## src/rtl/core/rehc_fifo.sv

```systemverilog
// ============================================================================
// Small register queue
// First-in first-out buffer with valid/ready on both sides and a fill count.
// ============================================================================
`default_nettype none

module rehc_fifo #(
    parameter int WIDTH = 8,
    parameter int DEPTH = 4
) (
    input  wire logic                       i_clk,
    input  wire logic                       i_rst_n,
    input  wire logic                       i_valid,
    output logic                            o_ready,
    input  wire logic [WIDTH-1:0]           i_data,
    output logic                            o_valid,
    input  wire logic                       i_ready,
    output logic      [WIDTH-1:0]           o_data,
    output logic      [$clog2(DEPTH+1)-1:0] o_count
);

    localparam int PW = $clog2(DEPTH);
    localparam int CW = $clog2(DEPTH + 1);

    logic [WIDTH-1:0] r_mem [DEPTH];
    logic [PW-1:0]    r_wp, n_wp;
    logic [PW-1:0]    r_rp, n_rp;
    logic [CW-1:0]    r_cnt, n_cnt;
    logic             push;
    logic             pop;

    assign o_ready = (r_cnt != CW'(DEPTH));
    assign o_valid = (r_cnt != '0);
    assign o_data  = r_mem[r_rp];
    assign o_count = r_cnt;
    assign push    = i_valid && o_ready;
    assign pop     = o_valid && i_ready;

    always_comb begin
        n_wp  = r_wp;
        n_rp  = r_rp;
        n_cnt = r_cnt;
        if (push) begin
            n_wp = (r_wp == PW'(DEPTH - 1)) ? '0 : PW'(r_wp + 1'b1);
        end
        if (pop) begin
            n_rp = (r_rp == PW'(DEPTH - 1)) ? '0 : PW'(r_rp + 1'b1);
        end
        if (push && !pop) begin
            n_cnt = CW'(r_cnt + 1'b1);
        end else if (pop && !push) begin
            n_cnt = CW'(r_cnt - 1'b1);
        end
    end

    always_ff @(posedge i_clk) begin
        if (!i_rst_n) begin
            r_wp  <= '0;
            r_rp  <= '0;
            r_cnt <= '0;
        end else begin
            r_wp  <= n_wp;
            r_rp  <= n_rp;
            r_cnt <= n_cnt;
        end
    end

    always_ff @(posedge i_clk) begin
        if (push) begin
            r_mem[r_wp] <= i_data;
        end
    end

endmodule

`default_nettype wire

```

## config.mk

```make
export PLATFORM = sky130hd
export DESIGN_NAME = rehc_fifo
export DESIGN_NICKNAME = d
export VERILOG_FILES = /design/src/rtl/core/rehc_fifo.sv
export SDC_FILE = /design/constraint.sdc
export NUM_CORES = 1
export LEC_CHECK = 0
export BUFFER_PORTS_ARGS = -buffer_cell sky130_fd_sc_hd__buf_4
export CAP_MARGIN = 0
export CORE_UTILIZATION = 55
export DETAILED_ROUTE_END_ITERATION = 6
export PLACE_DENSITY = 0.88
export SETUP_SLACK_MARGIN = 0.15
export SLEW_MARGIN = 10
export SYNTH_ARGS = -nofsm -noshare
export SYNTH_HDL_FRONTEND = slang
export SYNTH_SLANG_ARGS = --single-unit
```

## constraint.sdc

```tcl
create_clock -name i_clk -period 2.75 [get_ports i_clk]
set_clock_uncertainty 0.2 [all_clocks]
set_input_delay 0.1375 -clock i_clk [delete_from_list [all_inputs] [get_ports i_clk]]
set_output_delay 0.1375 -clock i_clk [all_outputs]
set_load 0.05 [all_outputs]
```

=== Word level (Yosys, flattened, before mapping) ===
Memories as Yosys holds them, arrays and structs flattened. A register that Yosys moved wholly into a read port is not among the register bits.
Cells that the tools add are included.

* Add/subtract/negate cells: 4
* $mul: 0
* Divide/modulo/power cells: 0
* $lt $le $gt $ge: 0
* Equal/unequal tests: 3
* Shifts and indexed selects: 0
* Muxes and demuxes: 8
* Bitwise gates (word level): 0
* Reduce and logical (&&, ||, !) cells: 8

{| class="wikitable"
|+ Operator list
! kind !! number
|-
| $mux W2 || 4
|-
| $mux W3 || 2
|-
| $add A2 B1 Y2 const B || 2
|-
| $eq A2 B2 Y1 const B || 2
|-
| $logic_and A1 B1 Y1 || 4
|-
| $add A3 B1 Y3 const B || 1
|-
| $ne A3 B3 Y1 const B || 1
|-
| $reduce_bool A3 Y1 || 1
|-
| $sub A3 B1 Y3 const B || 1
|-
| $logic_not A1 Y1 || 2
|-
| $mux W1 || 2
|-
| $reduce_bool A2 Y1 || 1
|}

* Register bits: 7
* Latch bits: 0
* Bits in writable memories: 32
* Memory bits (read-only): 0
* Input port bits: 12
* Output and inout port bits: 13
* Logic and storage cells: 27
* Memories kept: 1

{| class="wikitable"
|+ Memory list
! name !! words !! width !! rd ports !! clocked after memory_dff !! wr ports !! RTL line !! RTL
|-
| r_mem || 4 || 8 || 1 || 1 || 1 || 25 || <nowiki>logic [WIDTH-1:0] r_mem [DEPTH];</nowiki>
|}

=== Depth between registers and ports, before layout ===
* Depth in word-level cells: 6
* Mapped depth: 9
* Mapped depth without buffers: 8

=== Least setup slack after synthesis ===
Ideal clock, no wire load.

* Kind: register to register
* From: register r_cnt[0], in the netlist o_count[0]
* To: register r_cnt[2], in the netlist o_count[2]
* Library setup time: 0.076 ns
* Arrival: 2.687 ns
* Data required time: 2.474 ns
* Setup slack: -0.212 ns
* Cell stages (with the launch flop): 10
* Path buffers: 1
* Clock period less this slack: 2.962 ns
* Path through: dfxtp_1 or3b_1 clkbuf_2 and2_4 ha_1 inv_1 fa_1 xor2_1 or3_2 a21boi_0

* Longest elaborated chain between the ends: 5
* Elaborated cells on any way between the ends: 13
* Those cells by class: 2 x add/sub; 1 x eq/ne; 2 x mux; 8 x reduce/logical

{| class="wikitable"
|+ Ends and longest elaborated chain
! item !! RTL line !! RTL
|-
| start, declared || 28 || <nowiki>logic [CW-1:0] r_cnt, n_cnt;</nowiki>
|-
| start signal, assigned || 64 || <nowiki>r_cnt <= n_cnt;</nowiki>
|-
| $ne A3 B3 Y1 * || 32 || <nowiki>assign o_ready = (r_cnt != CW'(DEPTH));</nowiki>
|-
| via o_ready || 14 || <nowiki>output logic o_ready,</nowiki>
|-
| $logic_and A1 B1 Y1 * || 36 || <nowiki>assign push = i_valid && o_ready;</nowiki>
|-
| via push || 29 || <nowiki>logic push;</nowiki>
|-
| $logic_not A1 Y1 || 51 || <nowiki>end else if (pop && !push) begin</nowiki>
|-
| $logic_and A1 B1 Y1 || 51 ||
|-
| $reduce_bool A2 Y1 (no line) || - ||
|}

The timed path passes the listed nets; every way through them passes the cells marked *. The select of a mux whose other input is x is not followed.
A chain may end at the register's enable or synchronous reset.

=== Final worst setup path ===
* From: register r_cnt[1], in the netlist o_count[1]
* To: register r_cnt[2], in the netlist o_count[2]

* Longest elaborated chain between the ends: 5
* Elaborated cells on any way between the ends: 13
* Those cells by class: 2 x add/sub; 1 x eq/ne; 2 x mux; 8 x reduce/logical

{| class="wikitable"
|+ Ends and longest elaborated chain
! item !! RTL line
|-
| $ne A3 B3 Y1 * || 32
|-
| $logic_and A1 B1 Y1 * || 36
|-
| via push || 29
|-
| $logic_not A1 Y1 || 51
|-
| $logic_and A1 B1 Y1 || 51
|-
| $reduce_bool A2 Y1 (no line) || -
|}

Marked as above.

==> results <==
- After clock tree synthesis, the clock-pin slew on the worst setup and hold paths is 0.10 ns.
- The routed design could run at a clock period as short as approximately 2.5 ns.
- In the synthesized netlist the async set-or-reset flop fraction comes to 0%.
- Across the run, the number of max-cap violations was 0.
- The overall track demand over capacity in global routing is 20.3%.
- The number of placed instances, taps included is around 150.
- The final number of max-transition violations was 0.
- The mean instance size in the synthesized netlist is 17.6 um^2.
- The largest buffer count on any clock path is 2.
- The predominant post-synthesis flop cell is sky130_fd_sc_hd__edfxtp_1.
- Port buffering added 24 buffers.
- The H-tree depth is 2.
- In this run the register-to-register setup slack is between 0.2 and 0.3 ns.
- Setup repair after global routing left no endpoint under its margin.
- The TritonCTS clock tree is yes.
- The share of the yosys chip area belonging to registers is a little over two thirds.
- The logic depth of the worst register-to-register path is 8.
- sky130_fd_sc_hd__edfxtp_1 is the most common cell in the netlist.
- The critical path in this run is classified as flip-flop to flip-flop.
- The leftover overflow at the end of global routing is 0.
- The number of search-and-repair iterations in the first detailed-routing pass is 2.
- In this run, CTS created clock tree buffers numbering 5.
- The number of antenna violations at the first check in global routing is 0.
- The region available for standard cell placement spans around 0.0028 mm^2.
- The netlist area before placement is around 0.0016 mm^2.
- Entering global routing, the biggest net connects 12 pins.
- Setup slack closes at 0.270 ns.
- The pre-CTS worst setup slack is 0.270 ns.
- The worst setup path is launched from a flip-flop.
- The floorplan step set the die height to 56.5 um.
- The fraction of layout instances using a drive strength above 1 is 36.6%.
- The first global-routing pass estimated 4540 um of wire.
- The last element of the critical path is o_count[2]$_SDFFE_PN0P_.
- The root cell of the clock tree is sky130_fd_sc_hd__clkbuf_4.
- Of all nets on the critical path, the largest fanout is 7.
- Sorting the synthesized cells by area gives the leading types as sky130_fd_sc_hd__edfxtp_1 59%, sky130_fd_sc_hd__dfxtp_1 11%, sky130_fd_sc_hd__mux4_2 11%.
- Counting flops with a built-in enable in the synthesized netlist gives 32.
- The net count of the finished layout is 152.
- STA puts the critical path data arrival time at 2.53 ns.
- The count of antenna-violating nets left after detailed routing is 0.
- The clock reaches the later pin of the worst-skew pair after 0.32 ns.
- VDD sags by at most just under 0.9 mV.
- The placed wire-length estimate is between 1500 and 2000 um.
- Headroom to the max-slew limit came out at 62.0%.
- The top achievable clock speed is 403 MHz.
- The cell type with the highest aggregate area in the netlist is sky130_fd_sc_hd__edfxtp_1.
- By count the netlist is led by 32 x sky130_fd_sc_hd__edfxtp_1, 9 x sky130_fd_sc_hd__dfxtp_1, 8 x sky130_fd_sc_hd__mux4_2.
- The endpoint class of the critical path is a flip-flop.
- The congestion estimate from routability-driven global placement came to 0.706.
- The number of ports placed on the die boundary is 25.
- For this block, wires on met1 add up to around 1100 um.
- The critical path launch point is o_count[1]$_SDFFE_PN0P_.
- The number of global-route vias before repair is 980.
- The worst register-to-register path ends at o_count[2]$_SDFFE_PN0P_.
- The count of final hold-check violations is 0.
- The routed design uses around 90 um of met3 wire.
- Synthesis produced 93 cells.
- The flow ran to the end, and the final reports show no timing, DRC or antenna violations.
- For this design the static power due to leakage is 0.751 nW.
- The TritonCTS sink count is 41.
- For this block, the initial DRC count from the detailed router was 35.
- The area growth from synthesis to final layout is 23.9%.
- Row generation in the floorplan step produced 19 rows.
- At the pin with the least slew margin, the transition time is 0.569 ns.
- In this run the worst hold path is classified as input pin to flip-flop.
- After layout, the worst path uses 90.2% of the clock period.
- The final layout contains routed wiring with a total length of 2910 um.
- After detailed routing, the number of remaining DRC violations is 0.
- In this run the horizontal extent of the chip is 56.5 um.
- The die covers 0.00320 mm^2.
- Power spread over the standard cell area amounts to 977 mW/mm^2.
- In this run, synthesis produced a sequential element count of 41.
- Summing internal, switching and leakage power gives 0.00198 W.
- After synthesis, the netlist uses 26 different library cells.
- The total number of yosys warnings is 0.
- The total of endpoints with negative setup slack in the final report is 0.
- The worst flop-to-flop path startpoint is o_count[1]$_SDFFE_PN0P_.
- The endpoint required time on the critical path is about 2.8 ns.
- The number of nets handed over by synthesis was roughly 110.
- In the detailed route, the total length drawn on met2 is between 1500 and 2000 um.
- The detailed-route vias per instance is 5.68.
- The non-filler instance count after layout is 165.
- The highest metal layer with signal wires is met4.
- 0 antenna diodes ended up in the layout.
- The accumulated negative setup slack is 0 ns.
- Across all layers, the routed design uses 938 vias.
- The initial standard-cell utilization of the core is 58.8%.
- The fraction of synthesized cell area taken by the top area cell type is between 50% and 60%.
- In the final routed layout, each cell accounts on average for 17.6 um.
## sequential cells by signal (all words and copies together) (netlist names), named ones only
register	cells
o_count	3
r_mem	32
r_rp	2
r_wp	2
## report_power, final
part / total (W) / internal (W) / switching, W
clock: 0.000272 / 0.000102 / 0.000170
combinational: 0.000839 / 0.000331 / 0.000508
sequential: 0.000868 / 0.000774 / 0.0000945
total: 0.00198 / 0.00121 / 0.000773
## worst max-delay path, cell delays in order (launching register included)
cell	delay, ns
sky130_fd_sc_hd__dfxtp_4	0.38
sky130_fd_sc_hd__or3b_1	0.47
sky130_fd_sc_hd__and2_4	0.21
sky130_fd_sc_hd__ha_1	0.21
sky130_fd_sc_hd__inv_1	0.08
sky130_fd_sc_hd__fa_1	0.19
sky130_fd_sc_hd__xor2_1	0.08
sky130_fd_sc_hd__or3_2	0.40
sky130_fd_sc_hd__a21boi_0	0.18
## cell usage in the layout, fill, tap and decap left out, types with 2 or more instances in the layout
cell / count
sky130_fd_sc_hd__dfxtp_1: 6
sky130_fd_sc_hd__nand2_1: 5
sky130_fd_sc_hd__clkbuf_1: 3
sky130_fd_sc_hd__ha_1: 6
sky130_fd_sc_hd__mux2i_1: 2
sky130_fd_sc_hd__or3_2: 2
sky130_fd_sc_hd__buf_4: 25
sky130_fd_sc_hd__edfxtp_1: 32
sky130_fd_sc_hd__dlygate4sd3_1: 12
sky130_fd_sc_hd__clkbuf_4: 5
sky130_fd_sc_hd__o21ai_0: 4
sky130_fd_sc_hd__and3_2: 4
sky130_fd_sc_hd__inv_1: 3
sky130_fd_sc_hd__mux4_2: 8
sky130_fd_sc_hd__dfxtp_4: 2
sky130_fd_sc_hd__nor2_1: 2
sky130_fd_sc_hd__nand3_1: 2
## logic make-up (layout without fill, tap and decap cells)
family | after synthesis | in the layout | share of synthesized area, %
buffers and inverters | 7 | 48 | 1.76
xor gates and xnor gates | 2 | 2 | 1.07
and+or+nand+nor | 20 | 20 | 7.19
AOI/OAI and AO/OA | 6 | 6 | 2.14
muxes | 10 | 10 | 12.2
DFF | 41 | 41 | 69.8
adders and majority gates | 7 | 7 | 5.81
## worst min path at each step
stage / startpoint / endpoint / slack, ns / cells past startpoint
after floorplan: i_data[0] / r_mem[0][0]$_DFFE_PP_ / 0.04 / 0
after global placement: i_data[7] / r_mem[0][7]$_DFFE_PP_ / 0.14 / 1
after detailed placement: i_data[4] / r_mem[1][4]$_DFFE_PP_ / 0.14 / 1
after CTS: i_ready / r_rp[1]$_SDFFE_PN0P_ / 0.12 / 4
after global routing: i_ready / r_rp[1]$_SDFFE_PN0P_ / 0.08 / 4
final: i_ready / r_rp[0]$_SDFFE_PN0P_ / 0.10 / 4
## stage by stage
step / cell area, um^2 / hold WS, ns / utilization, %
global placement: 1850 / 0.137 / 66.6
finish: 2030 / 0.100 / 72.9
global route: 2030 / 0.0830 / 72.9
floorplan: 1650 / 0.0364 / -
CTS: 2020 / 0.123 / 72.7
detailed placement: 1850 / 0.144 / 66.6
## timing repair
| item | in CTS | in global routing |
|---|---|---|
| hold buffers | 12 | 0 |
| buffers inserted | 0 | 0 |
| gates resized for setup | 0 | 1 |
| endpoints found under the hold margin | 41 | 0 |
| endpoints found under the setup margin | 0 | 1 |
## metal layers
layer / track usage (%) / vias up
li1: - / 439
met1: 21.0 / 474
met2: 38.3 / 21
met3: 5.07 / 4
met4: 8.36 / 0
met5: 0 / -
## cell type report
type | count | area (um^2)
tap | 31 | 38.8
inverter | 3 | 11.3
fill | 170 | 754
multi-input combinational | 45 | 470
clock buffer | 8 | 48.8
timing repair buffer | 37 | 308
sequential | 41 | 1150
Power figures use the tool's default switching activity.
